## config.mk

```make
export PLATFORM = sky130hd
export DESIGN_NAME = bdeq_apb
export DESIGN_NICKNAME = d
export VERILOG_FILES = /design/src/rtl/bdeq_pkg.sv /design/src/rtl/bdeq_apb.sv
export SDC_FILE = /design/constraint.sdc
export NUM_CORES = 1
export LEC_CHECK = 0
export CAP_MARGIN = 30
export CELL_PAD_IN_SITES_DETAIL_PLACEMENT = 0
export CELL_PAD_IN_SITES_GLOBAL_PLACEMENT = 2
export CORE_MARGIN = 4
export CORE_UTILIZATION = 29
export CTS_BUF_LIST = sky130_fd_sc_hd__clkbuf_8 sky130_fd_sc_hd__clkbuf_16
export CTS_CLUSTER_DIAMETER = 50
export DETAILED_ROUTE_END_ITERATION = 10
export DONT_BUFFER_PORTS = 1
export PLACE_DENSITY_LB_ADDON = 0.1
export SYNTH_ARGS = -nofsm -noshare
export SYNTH_HDL_FRONTEND = slang
export SYNTH_SLANG_ARGS = --single-unit
export TNS_END_PERCENT = 10
```

## constraint.sdc

```tcl
create_clock -name clk -period 0.85 [get_ports clk]
set_input_delay 0.1275 -clock clk [delete_from_list [all_inputs] [get_ports clk]]
set_output_delay 0.1275 -clock clk [all_outputs]
set_load 0.05 [all_outputs]
```

## src/rtl/bdeq_pkg.sv

```systemverilog
`default_nettype none
// ----------------------------------------------------------------------------
// bdeq_pkg
// shared sizes, request codes and ring access types for the bounded deque
// ----------------------------------------------------------------------------
package bdeq_pkg;

    localparam int DEPTH   = 1024;
    localparam int PTR_W   = $clog2(DEPTH);
    localparam int CNT_W   = $clog2(DEPTH + 1);
    localparam int SUM_W   = CNT_W + 1;
    localparam int CAP_W   = 11;
    localparam int CMP_W   = (CNT_W > CAP_W) ? CNT_W : CAP_W;
    localparam int WORD_W  = 32;
    localparam int FUNC_W  = 3;
    localparam int PDATA_W = 32;
    localparam int PADDR_W = 3;

    localparam logic [CAP_W-1:0]  CAP_RESET  = CAP_W'(1024);
    localparam logic [WORD_W-1:0] EMPTY_WORD = '1;

    typedef enum logic [FUNC_W-1:0] {
        FN_PUSH_FRONT = 3'd0,
        FN_PUSH_REAR  = 3'd1,
        FN_POP_FRONT  = 3'd2,
        FN_POP_REAR   = 3'd3,
        FN_QUERY      = 3'd4
    } func_t;

    // register index as decoded from the word address
    localparam logic REG_CAPACITY = 1'b0;

    // one cycle of ring traffic: one write, two reads
    typedef struct packed {
        logic                     wr_en;
        logic [PTR_W-1:0]         wr_addr;
        logic signed [WORD_W-1:0] wr_data;
        logic [PTR_W-1:0]         rd_addr_front;
        logic [PTR_W-1:0]         rd_addr_rear;
    } ring_req_t;

    // flags of the beat on its way to the result ports
    typedef struct packed {
        logic valid;
        logic accepted;
        logic empty;
        logic full;
    } result_flags_t;

    // fold a position below twice the depth back into the ring
    function automatic logic [PTR_W-1:0] wrap_pos(input logic [SUM_W-1:0] pos);
        logic [SUM_W-1:0] folded;
        folded = (pos >= SUM_W'(DEPTH)) ? pos - SUM_W'(DEPTH) : pos;
        return folded[PTR_W-1:0];
    endfunction

endpackage

`default_nettype wire

```

## src/rtl/bdeq_apb.sv

```systemverilog
`default_nettype none
// ----------------------------------------------------------------------------
// bdeq_apb
// configuration register port, holds the capacity register
// ----------------------------------------------------------------------------
module bdeq_apb
(
    input  wire logic                             clk,
    input  wire logic                             rst_n,
    input  wire logic                             psel,
    input  wire logic                             penable,
    input  wire logic                             pwrite,
    input  wire logic [bdeq_pkg::PADDR_W-1:0]     paddr,
    input  wire logic [bdeq_pkg::PDATA_W-1:0]     pwdata,
    output logic      [bdeq_pkg::PDATA_W-1:0]     prdata,
    output logic                                  pready,
    output logic      [bdeq_pkg::CAP_W-1:0]       capacity
);

    logic [bdeq_pkg::CAP_W-1:0] capacity_reg;
    logic [bdeq_pkg::CAP_W-1:0] capacity_next;
    logic                       reg_index;
    logic                       wr_strobe;

    assign reg_index = paddr[bdeq_pkg::PADDR_W-1];
    assign wr_strobe = psel && penable && pwrite;
    assign pready    = 1'b1;

    always_comb
    begin
        capacity_next = capacity_reg;
        if (wr_strobe && (reg_index == bdeq_pkg::REG_CAPACITY))
        begin
            capacity_next = pwdata[bdeq_pkg::CAP_W-1:0];
        end
    end

    always_comb
    begin
        unique case (reg_index)
            bdeq_pkg::REG_CAPACITY:
            begin
                prdata = bdeq_pkg::PDATA_W'(capacity_reg);
            end
            default:
            begin
                prdata = '0;
            end
        endcase
    end

    always_ff @(posedge clk or negedge rst_n)
    begin
        if (!rst_n)
        begin
            capacity_reg <= bdeq_pkg::CAP_RESET;
        end
        else
        begin
            capacity_reg <= capacity_next;
        end
    end

    assign capacity = capacity_reg;

endmodule

`default_nettype wire

```

Word-level counts from Yosys, hierarchy flattened --
Index checks and enable logic that the tools add are counted.
Cells by class: mux-type cells 1, bitwise logic cells 1, reductions and logical operators 3
Operators with widths (number):
- 11-bit 2-to-1 mux | 1
- 1-bit logical AND | 3
- 1-bit NOT | 1
Storage, ports and cells: register bits 11, output and inout bits 44, logic and storage cells 6

Depth between registers and ports, before layout --
depth in word-level cells 3, mapped depth 3, mapped depth without buffers 2

Least setup slack after synthesis --
OpenSTA, ideal clock, no wires.
path type register to output, from register capacity_reg (netlist bit capacity[10]), to output prdata[10] (netlist bit), data arrival time 1.445 ns, required time 0.722 ns, setup slack -0.722 ns, cell stages (with the launch flop) 2, buffers on the path 0, path through dfstp_2 -> nor2b_1
On the way: longest elaborated chain between the ends 1
RTL lines:
- start, declared | RTL line bdeq_apb.sv:20 | logic [bdeq_pkg::CAP_W-1:0] capacity_reg;
- start signal, assigned | RTL line bdeq_apb.sv:56 | capacity_reg <= bdeq_pkg::CAP_RESET;
- start signal, assigned | RTL line bdeq_apb.sv:60 | capacity_reg <= capacity_next;
- 11-bit 2-to-1 mux | RTL line bdeq_apb.sv:40 | unique case (reg_index)
- end, declared | RTL line bdeq_apb.sv:15 | output logic [bdeq_pkg::PDATA_W-1:0] prdata,
Every way passes these cells.

Final worst setup path --
Same ends and word-level chain as after synthesis.

==> reports/qor.log <==
INFO  route          via_per_inst=3.88
INFO  sta            finalWorstPathRequiredPeriod=1.17ns
INFO  worst_setup_path cp_data_required_time=0.72ns
INFO  pwr            cellInternalPower=0.00173W
INFO  grt            antenna_found_initial=0
INFO  cells_and_area post_route_cells_drive_above_1_share=60.7%
INFO  logic_synthesis synth_enable_flop_cells=0
INFO  place          finalWeightedCongestion=0.639
INFO  sta            relSlewSlack=66.0%
INFO  cells_and_area num-nets-final=125
INFO  sta            report.final.hold_viol_count=0
INFO  floorplanning  die_w=57.8µm
INFO  cells_and_area syn_to_final_growth=58.3%
INFO  sta            period_share=138%
INFO  sta            worst_slack=-0.321ns
INFO  worst_setup_path r2r_slack=0.02ns
INFO  route          vias=434
INFO  logic_synthesis synth.most_common_cell=sky130_fd_sc_hd__buf_4
INFO  cells_and_area finish.cell_count_without_fillers=112
INFO  worst_setup_path setup.worst_path.end_class=primary output
INFO  pwr            seq_power_share=24.8%
INFO  worst_setup_path cp_cell_sequence=nor2b_4 > buf_12
INFO  floorplanning  initial_utilization=31.6%
INFO  cells_and_area multi_input_comb_area=415µm²
INFO  cells_and_area ff_latch_area=278µm²
INFO  floorplanning  design.die.area=0.00334mm²
INFO  logic_synthesis synthCells=60
INFO  worst_setup_path max_stage_delay_cell_worst_path=sky130_fd_sc_hd__dfstp_2
INFO  clock_tree     cts_made_buffers=3
INFO  sta            rsz0062_at_grt=true
INFO  hold_path      worst_hold_path_type=in -> reg
INFO  worst_setup_path cp_slowest_stage_delay=0.52ns
INFO  logic_synthesis synth.top_cells.by_area=sky130_fd_sc_hd__dfrtp_1 (35%), sky130_fd_sc_hd__buf_4 (23%), sky130_fd_sc_hd__mux2_4 (21%), sky130_fd_sc_hd__nor2b_1 (8.7%), sky130_fd_sc_hd__dfstp_2 (3.7%)
INFO  grt            grt_pass1_wl=2.22mm
INFO  logic_synthesis yosysTopAreaCell=sky130_fd_sc_hd__dfrtp_1
INFO  cells_and_area filler_cell_count=214
INFO  pwr            p_sw_share=43.9%
INFO  floorplanning  rows=17
INFO  worst_setup_path path_buf_inv=1
INFO  worst_setup_path timing.critical_path.from_type=register
INFO  logic_synthesis synth.ff_latch_count=11
INFO  cells_and_area largest_register_ff_count=11
INFO  outcome        failing_checks=setup timing
INFO  route          postRouteAntennaNets=0
INFO  route          detailedRoute.firstPassIterationCount=1
INFO  place          dp_hpwl=1.22mm
INFO  outcome        run_status=complete, but fails checks
INFO  worst_setup_path worstSetupStartpoint=capacity[10]
INFO  sta            skew=0ns
INFO  worst_setup_path crit_family=flip-flops
INFO  grt            grt_pass1_vias=448
INFO  clock_tree     worst_setup_hold_path_clk_slew=0.05ns
INFO  route          drc=0
INFO  place          post-place-cells=106
INFO  clock_tree     clk_path_buf_depth=2
INFO  pwr            clock_power_share=16.2%
INFO  clock_tree     h_tree_level_count=1
INFO  logic_synthesis mappedNetlistArea=719µm²
INFO  route          routed_wirelength=1.52mm
INFO  logic_synthesis post_synth_num_cell_types=11
INFO  worst_setup_path worstRegToRegCells=2
INFO  grt            grt_max_degree=13
INFO  floorplanning  core_region_area=0.00228mm²
INFO  pwr            power_leakage=0.587nW
INFO  pwr            cellPowerDensity=2720mW/mm²
INFO  worst_setup_path worstReg2RegStart=capacity[10]
INFO  pwr            ir_worst_vdd=0.00137V
INFO  logic_synthesis postSynth.asyncResetShare=100%
INFO  logic_synthesis ys_dominant_reg_cell=sky130_fd_sc_hd__dfrtp_1
INFO  place          dpl_worst_slack=-0.106ns
INFO  worst_setup_path cp.depth=2
INFO  run            max-cap-violations=0
INFO  clock_tree     tritoncts=done
INFO  place          numPortBuffers=0
INFO  worst_setup_path worst-setup-path-type=reg -> out
INFO  floorplanning  floorplan.die.height=57.8µm
INFO  sta            fmax=854MHz
INFO  worst_setup_path critical_path.reg2reg.endpoint=capacity[10]
INFO  pwr            power_frac_comb=59.1%
INFO  worst_setup_path cp_max_fo=2
INFO  hold_path      worst_hold_path.num_cells=1
INFO  floorplanning  boundaryPins=84
INFO  sta            final_max_slew_viol_count=0
INFO  route          route.detailed.wl_per_inst=13.6µm
INFO  grt            global_route.usage.total=9.07%
INFO  sta            tightest_slew=0.509ns
INFO  logic_synthesis synth_largest_type_area_fraction=34.8%
INFO  logic_synthesis yosysWarnings=0
INFO  grt            grt_overflow_total=0
INFO  cells_and_area antenna_cell_count=0
INFO  logic_synthesis postSynthAreaPerCell=12.0µm²
INFO  logic_synthesis synth.cells.most_frequent=sky130_fd_sc_hd__buf_4 (22), sky130_fd_sc_hd__dfrtp_1 (10), sky130_fd_sc_hd__mux2_4 (10), sky130_fd_sc_hd__nor2b_1 (10), sky130_fd_sc_hd__conb_1 (2)
INFO  route          first_iter_violations=0
INFO  sta            setup_viol=22
INFO  worst_setup_path worstSetupEndpoint=prdata[10]
INFO  sta            final.setup.tns=-3.48ns
INFO  clock_tree     cts_num_sinks=11
INFO  worst_setup_path critPathArrivalTime=1.04ns
INFO  pwr            power_switching=0.00136W
INFO  logic_synthesis seq_area_frac_synth=38.4%
INFO  clock_tree     worstSkewPairLatency=0.23ns
INFO  clock_tree     library_cell_used_as_clock_root_buffer=sky130_fd_sc_hd__clkbuf_8
==> per-stage QoR <==
stage          utilization [%]  hold WS (ns)  instance area, µm²  power (W)
5_1_grt                   50.0        0.0264                1140    0.00322
3_3_place_gp              45.2        -0.168                1030    0.00246
3_5_place_dp              45.2        -0.168                1030    0.00248
2_1_floorplan                -        -0.168                 873    0.00204
4_1_cts                   50.0        0.0316                1140    0.00313
6_report                  50.0        0.0371                1140    0.00309
==> layout by cell type, fill, tap and decap left out <==
cell,n
sky130_fd_sc_hd__and2b_4,1
sky130_fd_sc_hd__buf_12,11
sky130_fd_sc_hd__buf_4,1
sky130_fd_sc_hd__buf_6,10
sky130_fd_sc_hd__buf_8,1
sky130_fd_sc_hd__clkbuf_8,3
sky130_fd_sc_hd__conb_1,22
sky130_fd_sc_hd__dfrtp_1,9
sky130_fd_sc_hd__dfrtp_2,1
sky130_fd_sc_hd__dfstp_2,1
sky130_fd_sc_hd__dlygate4sd3_1,1
sky130_fd_sc_hd__inv_1,1
sky130_fd_sc_hd__mux2_2,1
sky130_fd_sc_hd__mux2_4,10
sky130_fd_sc_hd__nand4b_4,1
sky130_fd_sc_hd__nor2b_4,10
==> final cells by class <==
type | instances | area share [%]
multi-input cells | 45 | 36.5
clock buffers | 3 | 3.63
well taps | 28 | 3.08
flip-flops and latches | 11 | 24.4
clock inverters | 1 | 0.330
repair buffers | 24 | 32.1
==> worst min-delay path by stage <==
stage	endpoint	start	slack, ns
2_1_floorplan	capacity[0]	rst_n	-0.17
3_3_place_gp	capacity[7]	rst_n	-0.17
3_5_place_dp	capacity[7]	rst_n	-0.17
4_1_cts	capacity[3]	pwdata[3]	0.03
5_1_grt	capacity[7]	pwdata[7]	0.03
6_report	capacity[2]	pwdata[2]	0.04
==> power by group through the flow <==
| stage | registers (W) | logic, W | clock network, W |
|---|---|---|---|
| 2_1_floorplan | 0.00115 | 0.000886 | 0 |
| 3_3_place_gp | 0.000749 | 0.00171 | 0 |
| 3_5_place_dp | 0.000760 | 0.00172 | 0 |
| 4_1_cts | 0.000769 | 0.00184 | 0.000523 |
| 5_1_grt | 0.000786 | 0.00188 | 0.000556 |
| 6_report | 0.000767 | 0.00183 | 0.000500 |
==> cell families (layout without fill, tap and decap cells) <==
kind of cell,count (synthesis),count (layout),synth area share (%)
buffers and inverters,24,28,25.0
and+or+nand+nor,12,12,13.0
muxes,11,11,22.4
DFF,11,11,38.4
other,2,22,1.04
==> routing by layer <==
layer	GRT usage (%)	vias up	share of wire, %
li1	-	193	-
met1	9.21	203	35
met2	16.0	36	51
met3	4.68	2	12
met4	2.98	0	1.5
met5	0	-	0
==> repair_timing <==
action	4_1_cts	5_1_grt
setup endpoints to repair	22	23
setup buffers	1	0
hold buffers	1	0
endpoints found under the hold margin	11	0
gates resized for setup	13	0
(Power assumes the default switching activity.)
