`config.mk`:
```
export PLATFORM = sky130hd
export DESIGN_NAME = bdeq_ctrl
export DESIGN_NICKNAME = d
export VERILOG_FILES = /design/src/rtl/bdeq_pkg.sv /design/src/rtl/bdeq_ctrl.sv
export SDC_FILE = /design/constraint.sdc
export NUM_CORES = 1
export LEC_CHECK = 0
export BUFFER_PORTS_ARGS = -buffer_cell sky130_fd_sc_hd__buf_2
export CAP_MARGIN = 20
export CORE_ASPECT_RATIO = 0.8
export CORE_MARGIN = 8
export CORE_UTILIZATION = 49
export DETAILED_ROUTE_END_ITERATION = 16
export PLACE_DENSITY = 0.82
export SLEW_MARGIN = 40
export SYNTH_ARGS = -nofsm -noshare
export SYNTH_HDL_FRONTEND = slang
export SYNTH_SLANG_ARGS = --single-unit
```
`constraint.sdc`:
```
create_clock -name clk -period 6.15 [get_ports clk]
set_input_delay 1.23 -clock clk [delete_from_list [all_inputs] [get_ports clk]]
set_output_delay 1.23 -clock clk [all_outputs]
set_load 0.01 [all_outputs]
```
`src/rtl/bdeq_pkg.sv`:
```
`default_nettype none
// ----------------------------------------------------------------------------
// bdeq_pkg
// shared sizes, request codes and ring access types for the bounded deque
// ----------------------------------------------------------------------------
package bdeq_pkg;

    localparam int DEPTH   = 1024;
    localparam int PTR_W   = $clog2(DEPTH);
    localparam int CNT_W   = $clog2(DEPTH + 1);
    localparam int SUM_W   = CNT_W + 1;
    localparam int CAP_W   = 11;
    localparam int CMP_W   = (CNT_W > CAP_W) ? CNT_W : CAP_W;
    localparam int WORD_W  = 32;
    localparam int FUNC_W  = 3;
    localparam int PDATA_W = 32;
    localparam int PADDR_W = 3;

    localparam logic [CAP_W-1:0]  CAP_RESET  = CAP_W'(1024);
    localparam logic [WORD_W-1:0] EMPTY_WORD = '1;

    typedef enum logic [FUNC_W-1:0] {
        FN_PUSH_FRONT = 3'd0,
        FN_PUSH_REAR  = 3'd1,
        FN_POP_FRONT  = 3'd2,
        FN_POP_REAR   = 3'd3,
        FN_QUERY      = 3'd4
    } func_t;

    // register index as decoded from the word address
    localparam logic REG_CAPACITY = 1'b0;

    // one cycle of ring traffic: one write, two reads
    typedef struct packed {
        logic                     wr_en;
        logic [PTR_W-1:0]         wr_addr;
        logic signed [WORD_W-1:0] wr_data;
        logic [PTR_W-1:0]         rd_addr_front;
        logic [PTR_W-1:0]         rd_addr_rear;
    } ring_req_t;

    // flags of the beat on its way to the result ports
    typedef struct packed {
        logic valid;
        logic accepted;
        logic empty;
        logic full;
    } result_flags_t;

    // fold a position below twice the depth back into the ring
    function automatic logic [PTR_W-1:0] wrap_pos(input logic [SUM_W-1:0] pos);
        logic [SUM_W-1:0] folded;
        folded = (pos >= SUM_W'(DEPTH)) ? pos - SUM_W'(DEPTH) : pos;
        return folded[PTR_W-1:0];
    endfunction

endpackage

`default_nettype wire

```
`src/rtl/bdeq_ctrl.sv`:
```
`default_nettype none
// ----------------------------------------------------------------------------
// bdeq_ctrl
// head and count update, ring addressing and result flags
// ----------------------------------------------------------------------------
module bdeq_ctrl
(
    input  wire logic                                 clk,
    input  wire logic                                 rst_n,
    input  wire logic                                 take,
    input  wire logic        [bdeq_pkg::FUNC_W-1:0]   func,
    input  wire logic signed [bdeq_pkg::WORD_W-1:0]   push_value,
    input  wire logic        [bdeq_pkg::CAP_W-1:0]    capacity,
    output bdeq_pkg::ring_req_t                       req,
    output bdeq_pkg::result_flags_t                   flags
);

    logic [bdeq_pkg::PTR_W-1:0] head_reg;
    logic [bdeq_pkg::PTR_W-1:0] head_next;
    logic [bdeq_pkg::CNT_W-1:0] count_reg;
    logic [bdeq_pkg::CNT_W-1:0] count_next;
    bdeq_pkg::result_flags_t    flags_reg;
    bdeq_pkg::result_flags_t    flags_next;

    logic [bdeq_pkg::CMP_W-1:0] cap_wide;
    logic [bdeq_pkg::CMP_W-1:0] eff_cap;
    logic                       is_full;
    logic                       is_empty;
    logic                       ok;
    logic [bdeq_pkg::SUM_W-1:0] rear_sum;
    logic [bdeq_pkg::PTR_W-1:0] tail_pos;
    bdeq_pkg::func_t            code;

    assign code     = bdeq_pkg::func_t'(func);
    assign cap_wide = bdeq_pkg::CMP_W'(capacity);
    assign eff_cap  = (cap_wide > bdeq_pkg::CMP_W'(bdeq_pkg::DEPTH))
                      ? bdeq_pkg::CMP_W'(bdeq_pkg::DEPTH) : cap_wide;
    assign is_full  = bdeq_pkg::CMP_W'(count_reg) >= eff_cap;
    assign is_empty = (count_reg == '0);
    // first free slot behind the rear
    assign tail_pos = bdeq_pkg::wrap_pos(bdeq_pkg::SUM_W'(head_reg)
                                         + bdeq_pkg::SUM_W'(count_reg));

    always_comb
    begin
        head_next   = head_reg;
        count_next  = count_reg;
        ok          = 1'b1;
        req.wr_en   = 1'b0;
        req.wr_addr = tail_pos;
        req.wr_data = push_value;
        if (take)
        begin
            unique case (code)
                bdeq_pkg::FN_PUSH_FRONT:
                begin
                    if (is_full)
                    begin
                        ok = 1'b0;
                    end
                    else
                    begin
                        head_next   = (head_reg == '0)
                                      ? bdeq_pkg::PTR_W'(bdeq_pkg::DEPTH - 1)
                                      : head_reg - 1'b1;
                        req.wr_en   = 1'b1;
                        req.wr_addr = head_next;
                        count_next  = count_reg + 1'b1;
                    end
                end
                bdeq_pkg::FN_PUSH_REAR:
                begin
                    if (is_full)
                    begin
                        ok = 1'b0;
                    end
                    else
                    begin
                        req.wr_en  = 1'b1;
                        count_next = count_reg + 1'b1;
                    end
                end
                bdeq_pkg::FN_POP_FRONT:
                begin
                    if (is_empty)
                    begin
                        ok = 1'b0;
                    end
                    else
                    begin
                        head_next  = bdeq_pkg::wrap_pos(bdeq_pkg::SUM_W'(head_reg)
                                                        + 1'b1);
                        count_next = count_reg - 1'b1;
                    end
                end
                bdeq_pkg::FN_POP_REAR:
                begin
                    if (is_empty)
                    begin
                        ok = 1'b0;
                    end
                    else
                    begin
                        count_next = count_reg - 1'b1;
                    end
                end
                default:
                begin
                    ok = 1'b1;
                end
            endcase
        end
        // ring reads address the front and rear as they stand after the step
        rear_sum          = bdeq_pkg::SUM_W'(head_next) + bdeq_pkg::SUM_W'(count_next)
                            - 1'b1;
        req.rd_addr_front = head_next;
        req.rd_addr_rear  = (count_next == '0) ? head_next
                            : bdeq_pkg::wrap_pos(rear_sum);
    end

    always_comb
    begin
        flags_next.valid    = take;
        flags_next.accepted = ok;
        flags_next.empty    = (count_next == '0);
        flags_next.full     = bdeq_pkg::CMP_W'(count_next) >= eff_cap;
    end

    always_ff @(posedge clk or negedge rst_n)
    begin
        if (!rst_n)
        begin
            head_reg  <= '0;
            count_reg <= '0;
            flags_reg <= '0;
        end
        else
        begin
            head_reg  <= head_next;
            count_reg <= count_next;
            flags_reg <= flags_next;
        end
    end

    assign flags = flags_reg;

endmodule

`default_nettype wire

```
* Word level (Yosys, flattened, before mapping)
Index checks and enable logic that the tools add are counted.
** Storage, ports and cells
- Logic and storage cells :: 53
- Memories :: 0
- Register bits after elaboration :: 25
- Output and inout bits :: 67
- Input port bits :: 49
- Bits in latches :: 0
- ROM bits :: 0
- Bits in writable memories :: 0
** Cells by class
- Bitwise logic cells :: 0
- Magnitude comparators :: 6
- Equality and inequality tests :: 3
- Reductions and logical operators :: 6
- Mux-type cells :: 22
- Multiply operators :: 0
- Add/subtract/negate cells :: 10
- Shifts and indexed selects :: 0
- Div/mod/pow operators :: 0
** Operator list (number)
- $mux 10 :: 9
- $mux 11 :: 6
- $sub 10x1->10 const B :: 4
- $add 10x11->12 :: 2
- $ge 12x11->1 const B :: 2
- $ge 11x11->1 :: 2
- $logic_not 11->1 :: 2
- $pmux 11 s2 :: 1
- $pmux 10 s2 :: 1
- $sub 12x1->12 const B :: 1
- $add 10x1->11 const B :: 1
- $add 11x1->11 const B :: 1
- $ge 11x11->1 const B :: 1
- $gt 11x11->1 const B :: 1
- $sub 11x1->11 const B :: 1
- $logic_not 10->1 :: 1
- $eq 3x2->1 const B :: 2
- $pmux 1 s2 :: 2
- $reduce_or 2->1 :: 2
- $eq 3x1->1 const B :: 1
- $logic_not 3->1 :: 1
- $mux 1 :: 3

* Longest topological paths before layout
Gate-level depths: netlist of the first run.
- Depth in word-level cells :: 11
- Depth in mapped cells :: 26
- Gate-level depth less buffers :: 25

* Worst setup path before layout of the first run
OpenSTA, ideal clock, no wires.
- Path type :: input-to-output
- From :: input port capacity[10] in the netlist's numbering
- To :: output port req[9] in the netlist's numbering
- Arrival time :: 5.496 ns
- Data required time :: 4.920 ns
- Stages :: 26
- Path buffers :: 1
- Slack :: -0.576 ns
- Cell sequence :: clkinv_1 > nand2_1 > ha_1 > a21o_1 > a31oi_1 > o31ai_1 > nor2_1 > clkbuf_1 > o22ai_1 > a32o_1 > a221o_1 > inv_1 > ha_1 > inv_1 > ha_1 > inv_1 > fa_1 > nor2b_1 > o21ai_0 > a21oi_1 > o21ai_0 > a21oi_1 > xnor2_1 > and2_1 > a21oi_1 > xnor2_1
** RTL lines
- start, declared :: RTL line bdeq_ctrl.sv:13 : input wire logic [bdeq_pkg::CAP_W-1:0] capacity,
- end, declared :: RTL line bdeq_ctrl.sv:14 : output bdeq_pkg::ring_req_t req,

==> metrics, run 1 <==
DRT iter0 DRCs 523; RSZ-0062 raised after global routing true; Startpoint Class primary input; Syn Area/Cell 7.52 um^2; #FFs+latches synth 25; sequential cell area fraction in the yosys report between 10% and 20%; Worst path max stage delay 400 ps; Post-Synthesis Cells 523; Pins Over Slew Limit 0; CTS Root Cell clkbuf_8; Most used DFF post-synth dfrtp_1; Ports approximately 120; fin crit period around 6600 ps; Yosys top cell by area ha_1; final wirelength 14600 um; Pre-Repair DR Iteration Count 5; Clock Skews 20.3 ps; pin count of the biggest net entering global routing 26; number of port buffers 51; H-tree Lvls 1; starting density of the core between 40% and 50%; top cells by area, synth ha_1 17%, dfrtp_1 16%, buf_4 6.1%; vias per inst about 6.2; die area roughly 11000 um^2; width of the die about 120 um; Skew-Pair Late Insertion Delay approximately 290 ps; via count 4486; initial antenna violation count 0; fraction of layout cells with a size suffix above 1 40.1%; Hold Fails Final Rpt 0; All-Layer GR Usage 25.7%; # clock sinks 25; Placement Rows 29; synthesis-to-finish area growth 35.7%; antenna cells 0; status finished, violations left; worst-path maximum fanout 3; vias in the first global route 4503; WS Path Type in2out; critical path data required time between 4000 and 5000 ps; CTS max path bufs 2; crit path DAT 5350 ps; commonest non-fill, non-tap cell in the layout buf_4; Post-Syn Nets 626; post-synthesis cell type count 68; CP delay by family, top compound AO/OA/AOI/OAI gates; Worst-Margin Slew 631 ps; CTS buffer count 3; hold crit path type in2async; maximum vdd drop approximately 0.65 mV; Final period util 107%; synth warn 0; DRT antenna net count 0; Largest register FFs 11; Worst-path clk slew ~120 ps; pre-CTS setup slack -643 ps; Max Clk Rate 152 MHz; Slew headroom 57.9%; FFs w/ async S/R, synth between 90% and 100%; Setup WS post-layout -429 ps; Core ar. just under 8000 um^2; Post-Syn Area 3930 um^2; Die H 96.1 um; Post-synth EDFFs 0; Overflow after GRT 0; residual DRC count 0; Final HPWL DP 11000 um; # setup viols final 4; Synth top area share 16.5%; Fin Setup TNS -776 ps; CTS tree built; DP Cell Count between 700 and 800; power per cell area 540 nW/um^2; critical path's slowest cell fa_2; Leakage Power 2.48 nW; global-route wire length before repair 22800 um; Buf/Inv on CP 6; Max-Cap Viols 0; failing checks setup timing; RePlAce Congestion 1.01; Final nets 725; drt wl/cell 20.0 um; Non-Filler Instances 729; most used cell, CP ha_4; commonest cells after routing, fill and taps aside 97 x buf_4, 49 x buf_2, 42 x inv_1; Worst setup EP type output port
cells in the mapped netlist (all sizes together), types with 3 or more instances:
library cell  number
o21ai             26
or3                6
o221ai             3
nand4              7
o211ai             7
nor3              14
o21a               5
a311oi             3
nor2b              5
inv               51
a21oi             41
dfrtp             25
xor2              11
buf               36
a31oi              7
a22oi              3
o31ai              3
or2                5
nor4               5
xnor2             12
nand3             20
nand2b            11
a21o               7
nor4b              3
nand2             40
ha                52
mux2               4
o22ai              4
nor2              32
or4                3
mux2i              6
clkbuf            23
and3               8
report_power, final:
group / total, W / leakage [nW] / switching [W] / internal, W
combinational: 0.00249 / 2.16 / 0.00126 / 0.00123
clock: 0.000114 / 0.0261 / 0.0000662 / 0.0000478
sequential: 0.000278 / 0.287 / 0.0000725 / 0.000206
per-layer routing:
| metal | vias up | GRT usage (%) | wire [um] |
|---|---|---|---|
| li1 | 2035 | - | - |
| met1 | 2104 | 33.1 | 5810 |
| met2 | 297 | 42.5 | 6750 |
| met3 | 50 | 4.64 | 1600 |
| met4 | 0 | 8.83 | 418 |
| met5 | - | 0 | 0 |
layout make-up:
class                   count  area [um^2]
clock buffers               3         41.3
clock inverters             1         8.76
repair buffers            153         1070
fillers                   610         2540
inverters                  52          213
flip-flops and latches     25          626
multi-input cells         387         3240
well taps                 108          135
per-stage QoR:
stage               total power (W)  hold WS, ps  area (um^2)  utilization, %
floorplan                   0.00152          719         4070               -
global placement            0.00223          795         4750            60.4
detailed placement          0.00231          808         4750            60.4
CTS                         0.00266          857         5130            65.2
global route                0.00310          974         5330            67.7
finish                      0.00288          941         5330            67.7
kinds of logic (layout without fill, tap and decap cells):
group                      Yosys count  count (layout)  synth area share [%]
and+or+nand+nor                    170             170                  23.3
muxes                               10              10                  3.06
buffers and inverters              111             209                  13.9
xor gates and xnor gates            23              23                  5.12
adders and majority gates           54              54                  17.6
DFF                                 25              25                  15.9
AOI/OAI and AO/OA                  130             130                  21.2
repair_timing:
action / in CTS / in global routing
hold buffers: 0 / 0
setup buffers: 15 / 7
setup endpoints to repair: 5 / 5
pin swaps: 37 / 25
hold endpoints to repair: 0 / 0
resized for setup: 45 / 37
worst reg2reg max path, delay by kind of cell (launching register included):
kind / cells / cell delay, ps
AO/OA/AOI/OAI: 8 / 1330
AND/OR/NAND/NOR: 6 / 1790
flip-flops: 1 / 430
adder cells (fa/ha/maj): 2 / 470
buffers and inverters: 2 / 290
worst paths after layout:
check | from | to | slack (ps) | cells after the start
hold reg to reg | count_reg[1]$_DFF_PN0_ | count_reg[1]$_DFF_PN0_ | 960 | 5
setup reg to reg | count_reg[0]$_DFF_PN0_ | flags[0]$_DFF_PN0_ | 1760 | 18
hold / removal | rst_n | count_reg[8]$_DFF_PN0_ | 940 | 1
max in group asynchronous | rst_n | count_reg[10]$_DFF_PN0_ | 4790 | 1
min in group clk | count_reg[1]$_DFF_PN0_ | count_reg[1]$_DFF_PN0_ | 960 | 5
setup / recovery | capacity[10] | req[9] | -430 | 27
Note: power is estimated with default switching activity, not from simulation.
==> run 2, diff against run 1 <==
CORE_UTILIZATION = 55   (was 49)
PLACE_DENSITY = 0.87   (was 0.82)
clock period = 8.15 ns   (was 6.15 ns; I/O delays follow)
==> run 2 against run 1 <==
The run now ends clean. Clock power shrank 22%. Register-to-register slack improved by 1900 ps. Total power down 44%. Final cell count decreased by 14%. Routed wire length down 17%. Global-route usage shrank 3.7 points. Sequential share of layout area increased by 3.1 points. Worst hold slack worse by 110 ps. Critical endpoint unchanged.
==> metrics, run 2 (synthesized netlist as in run 1, its figures left out) <==
status complete, no violations; WS Path Type in2out; H-tree Lvls 1 (unchanged); Worst path max stage delay 400 ps (about the same); initial antenna violation count 0 (unchanged); Leakage Power 1.99 nW (-20%); CTS tree built; RePlAce Congestion 1.00 (-0.72%); Min-Delay Startpoint head_reg[1]$_DFF_PN0_; worst-path maximum fanout 6 (+3); vias per inst 6.45 (+4.8%); Non-Filler Instances 628 (-14%); Largest register FFs 11 (unchanged); Placement Rows 27 (-6.9%); RR Startpoint count_reg[0]$_DFF_PN0_; Ports 116 (unchanged); Skew-Pair Late Insertion Delay 290 ps (about the same); power per cell area 384 nW/um^2 (-29%); crit path DAT 6300 ps (+950 ps); starting density of the core 57.0% (+7.1 points); pre-CTS setup slack 148 ps (+790 ps); number of port buffers 51 (unchanged); Worst-Margin Slew 744 ps (+113 ps); Clock Skews 8.48 ps (-11.8 ps); number of fill cells 637 (+4.4%); Pins Over Slew Limit 0 (unchanged); CTS Root Cell clkbuf_8; DRT antenna net count 0 (unchanged); Startpoint Class primary input; Die H 91.6 um (-4.7%); pin count of the biggest net entering global routing 26 (unchanged); critical path data required time 6520 ps (+1600 ps); reg2reg path depth 17 (-1); Overflow after GRT 0 (unchanged); synthesis-to-finish area growth 7.10%; Hold Fails Final Rpt 0 (unchanged); crit path to req[9]; drt wl/cell 19.3 um (-3.7%); flop2flop setup slack 3620 ps (+1860 ps); Fin Setup TNS 0 ps (+776 ps); All-Layer GR Usage 22.0% (-3.7 points); vias in the first global route 3737 (-17%); CTS max path bufs 2 (unchanged); via count 4050 (-9.7%); Worst-path clk slew 120 ps (about the same); commonest cells after routing, fill and taps aside 52 x ha_1, 51 x buf_2, 50 x inv_1; hold crit path type reg2reg; Final period util 97.3%; die area 10100 um^2 (-9.3%); fin crit period 7930 ps; Worst setup EP type output port; Slew headroom 50.3% (-7.6 points); global-route wire length before repair 18900 um (-17%); commonest non-fill, non-tap cell in the layout ha_1; critical path's slowest cell fa_1; capturing point of the worst reg2reg path flags[0]$_DFF_PN0_; width of the die 111 um (-4.8%); maximum vdd drop 0.519 mV (-21%); DP Cell Count 618 (-13%); Max-Cap Viols 0 (unchanged); Pre-Repair DR Iteration Count 5 (unchanged); residual DRC count 0 (unchanged); Setup WS post-layout 223 ps (+652 ps); start point of the critical path capacity[10]; final wirelength 12100 um (-17%); Final nets 644 (-11%); DRT iter0 DRCs 456 (-13%); CTS buffer count 3 (unchanged); # setup viols final 0 (-4); fraction of layout cells with a size suffix above 1 18.5% (-22 points); # clock sinks 25 (unchanged); Final HPWL DP 9350 um (-15%); Max Clk Rate 126 MHz; Core ar. 6890 um^2 (-12%)
==> run 2: area by class of cell <==
cell class	count	area [um^2]	area share [%]
sequential	25	626	14.9
timing repair buffer	72	414	9.84
clock buffer	3	41.3	0.981
tap	87	109	2.59
clock inverter	1	8.76	0.208
antenna	1	2.50	0.0594
multi-input combinational	387	2810	66.7
inverter	52	199	4.73
==> run 2: worst max-delay path, delay by kind of cell <==
family	cells	cell delay, ps
AOI/OAI and AO/OA	11	1940
xor gates and xnor gates	2	230
adders and majority gates	4	970
buffers and inverters	9	1010
and+or+nand+nor	4	520
==> run 2: metrics by stage <==
stage	power [W]	hold slack (ps)	instance area [um^2]	utilization [%]
6_report	0.00162	830	4210	61.1
5_1_grt	0.00176	848	4210	61.1
4_1_cts	0.00159	802	4120	59.7
3_5_place_dp	0.00150	771	4070	59.0
3_3_place_gp	0.00145	754	4070	59.0
2_1_floorplan	0.00110	719	3930	-
==> run 2: power breakdown <==
part	switching, W	internal [W]
sequential	0.0000969	0.000155
clock	0.0000532	0.0000361
combinational	0.000689	0.000588
==> run 2: how the worst min path moves through the flow <==
stage                        endpoint  cells after the start
2_1_floorplan  count_reg[3]$_DFF_PN0_                      3
3_3_place_gp    head_reg[1]$_DFF_PN0_                      1
3_5_place_dp    head_reg[1]$_DFF_PN0_                      1
4_1_cts         head_reg[1]$_DFF_PN0_                      1
5_1_grt         head_reg[1]$_DFF_PN0_                      1
6_report        head_reg[1]$_DFF_PN0_                      1
==> run 2: metal layers <==
layer | up-vias | global-route usage [%] | part of all wire (%)
met3 | 26 | 5.14 | 12
li1 | 1875 | - | -
met2 | 260 | 34.0 | 43
met5 | - | 0 | 0
met4 | 0 | 5.27 | 1.9
met1 | 1889 | 30.1 | 43
==> run 2: repair_timing <==
action	in CTS	in global routing
setup endpoints to repair	0	2
hold buffers	0	0
resized for setup	0	12
setup buffers	0	5
==> run 3, diff against run 2 <==
BUFFER_PORTS_ARGS = not set   (was -buffer_cell sky130_fd_sc_hd__buf_2)
DONT_BUFFER_PORTS = 1   (was not set)
PLACE_DENSITY = 0.73   (was 0.87)
SLEW_MARGIN = 10   (was 40)
==> run 3 against run 2 <==
Fmax up 2.4%. Final cell count down 9.4%. Cell area down 8.5%. Register-to-register slack worse by 40 ps. Global-route usage down 0.32 points. Utilization down 5.2 points. Worst hold slack better by 25 ps. Sequential cell count unchanged. Non-clock buffer count down 58. Combinational power down 15%. Critical endpoint unchanged. Largest power group unchanged.
==> metrics, run 3 (synthesized netlist as in run 1, its figures left out) <==
status complete, no violations; RePlAce Congestion 1.02 (+1.4%); DRT antenna net count 0 (unchanged); final wirelength 11300 um (-6.6%); drt wl/cell 19.8 um (+3.1%); Final HPWL DP 8980 um (-4.0%); via count 3661 (-9.6%); DRT iter0 DRCs 337 (-26%); # clock sinks 25 (unchanged); Pre-Repair DR Iteration Count 4 (-1); H-tree Lvls 1 (unchanged); Clock Skews 2.88 ps (-5.60 ps); power per cell area 370 nW/um^2 (-3.7%); Fin Setup TNS 0 ps (unchanged); Worst-Margin Slew 759 ps (+15.2 ps); All-Layer GR Usage 21.7% (-0.32 points); commonest non-fill, non-tap cell in the layout ha_1; residual DRC count 0 (unchanged); Final Total Pwr 0.00143 W (-12%); Slew headroom 49.3% (-0.96 points); Max-Cap Viols 0 (unchanged); Final period util 95.0% (-2.3 points); flop2flop setup slack 3580 ps (-40 ps); CTS tree built; width of the die 111 um (unchanged); Startpoint Class primary input; Core ar. 6890 um^2 (unchanged); critical path data required time 6520 ps (about the same); CTS buffer count 3 (unchanged); Placement Rows 27 (unchanged); Worst-path clk slew 110 ps (about the same); Overflow after GRT 0 (unchanged); reg2reg path depth 17 (unchanged); starting density of the core 57.0% (unchanged); vias per inst 6.43 (-0.23%); pin count of the biggest net entering global routing 26 (unchanged); Min-Delay Startpoint head_reg[1]$_DFF_PN0_; synthesis-to-finish area growth -2.01%; RR Startpoint count_reg[1]$_DFF_PN0_; capturing point of the worst reg2reg path flags[0]$_DFF_PN0_; Skew-Pair Late Insertion Delay 280 ps (about the same); commonest cells after routing, fill and taps aside 52 x ha_1, 50 x inv_1, 41 x a21oi_1; Final nets 586 (-9.0%); fin crit period 7740 ps (-186 ps); initial antenna violation count 0 (unchanged); Max Clk Rate 129 MHz (+2.4%); vias in the first global route 3481 (-6.9%); Ports 116 (unchanged); RSZ-0062 raised after global routing false; crit path DAT 6110 ps (-190 ps); WS Path Type in2out; die area 10100 um^2 (unchanged); fraction of layout cells with a size suffix above 1 7.88% (-11 points); Hold Fails Final Rpt 0 (unchanged); CTS max path bufs 2 (unchanged); antenna cells 0 (-1); hold crit path type reg2reg; Pins Over Slew Limit 0 (unchanged); CTS Root Cell clkbuf_8; Leakage Power 1.74 nW (-12%); number of fill cells 679 (+6.6%); number of port buffers 0 (-100%); worst-path maximum fanout 10 (+4); Largest register FFs 11 (unchanged); endpoint of the worst hold path head_reg[1]$_DFF_PN0_; # setup viols final 0 (unchanged); Worst setup EP type output port; maximum vdd drop 0.361 mV (-31%); hold depth 1 (unchanged); Die H 91.6 um (unchanged); final hold slack 854 ps (+24.7 ps); global-route wire length before repair 18400 um (-2.5%)
## run 3: area by class of cell
| class | instances | area [um^2] | share of cell area [%] |
|---|---|---|---|
| Clock buffer | 3 | 41.3 | 1.07 |
| Timing Repair Buffer | 14 | 105 | 2.73 |
| Tap cell | 87 | 109 | 2.83 |
| Inverter | 52 | 199 | 5.16 |
| Clock inverter | 1 | 8.76 | 0.227 |
| Multi-Input combinational cell | 387 | 2760 | 71.7 |
| Sequential cell | 25 | 626 | 16.2 |
## run 3: report_power, final
part	leakage (nW)	total [W]	internal (W)	switching, W
Combinational	1.43	0.00109	0.000469	0.000618
Sequential	0.287	0.000253	0.000155	0.0000977
Clock	0.0261	0.0000864	0.0000361	0.0000504
Total	1.74	0.00143	0.000661	0.000766
## run 3: repair_timing
item                                    in CTS  in global routing
endpoints found under the setup margin       0                  1
hold buffers                                 0                  0
gates resized for setup                      0                  3
setup buffers                                0                  1
## run 3: worst max-delay path, cell delays in order
cell and delay, ps:
clkinvlp_4 160, nand2_1 150, ha_1 250, a21o_1 160, a31oi_1 200, o31ai_1 140
nor2_2 300, o22ai_1 140, a32o_1 220, a221o_2 400, inv_1 80, ha_1 220
inv_1 60, ha_1 170, inv_1 60, fa_1 400, nor2b_1 120, o21ai_0 100
a21oi_1 180, o21ai_0 130, a21oi_1 180, xnor2_1 150, nor2_1 60, a21oi_1 190
xnor2_1 140, buf_4 140
## run 3: per-layer routing
layer	track usage, %	vias to the layer above	wire length, um
li1	-	1751	-
met5	0	-	0
met1	30.0	1675	5150
met4	4.94	0	202
met2	32.4	210	4590
met3	6.18	25	1360
## run 3: how the worst max path moves through the flow
stage,start,cells after the start,slack [ps],to
after global placement,capacity[10],26,320,req[9]
final,capacity[10],26,410,req[9]
after CTS,capacity[10],26,140,req[9]
after detailed placement,capacity[10],26,160,req[9]
after floorplan,capacity[10],26,620,req[9]
after global routing,capacity[10],26,40,req[9]
## run 3: stage by stage
stage               cell area (um^2)  setup slack (ps)  instances  utilization (%)
floorplan                       3930               624        523                -
global placement                3790               323        564             55.0
detailed placement              3790               159        564             55.0
CTS                             3840               141        568             55.7
global route                    3850              41.9        569             55.9
finish                          3850               410        569             55.9
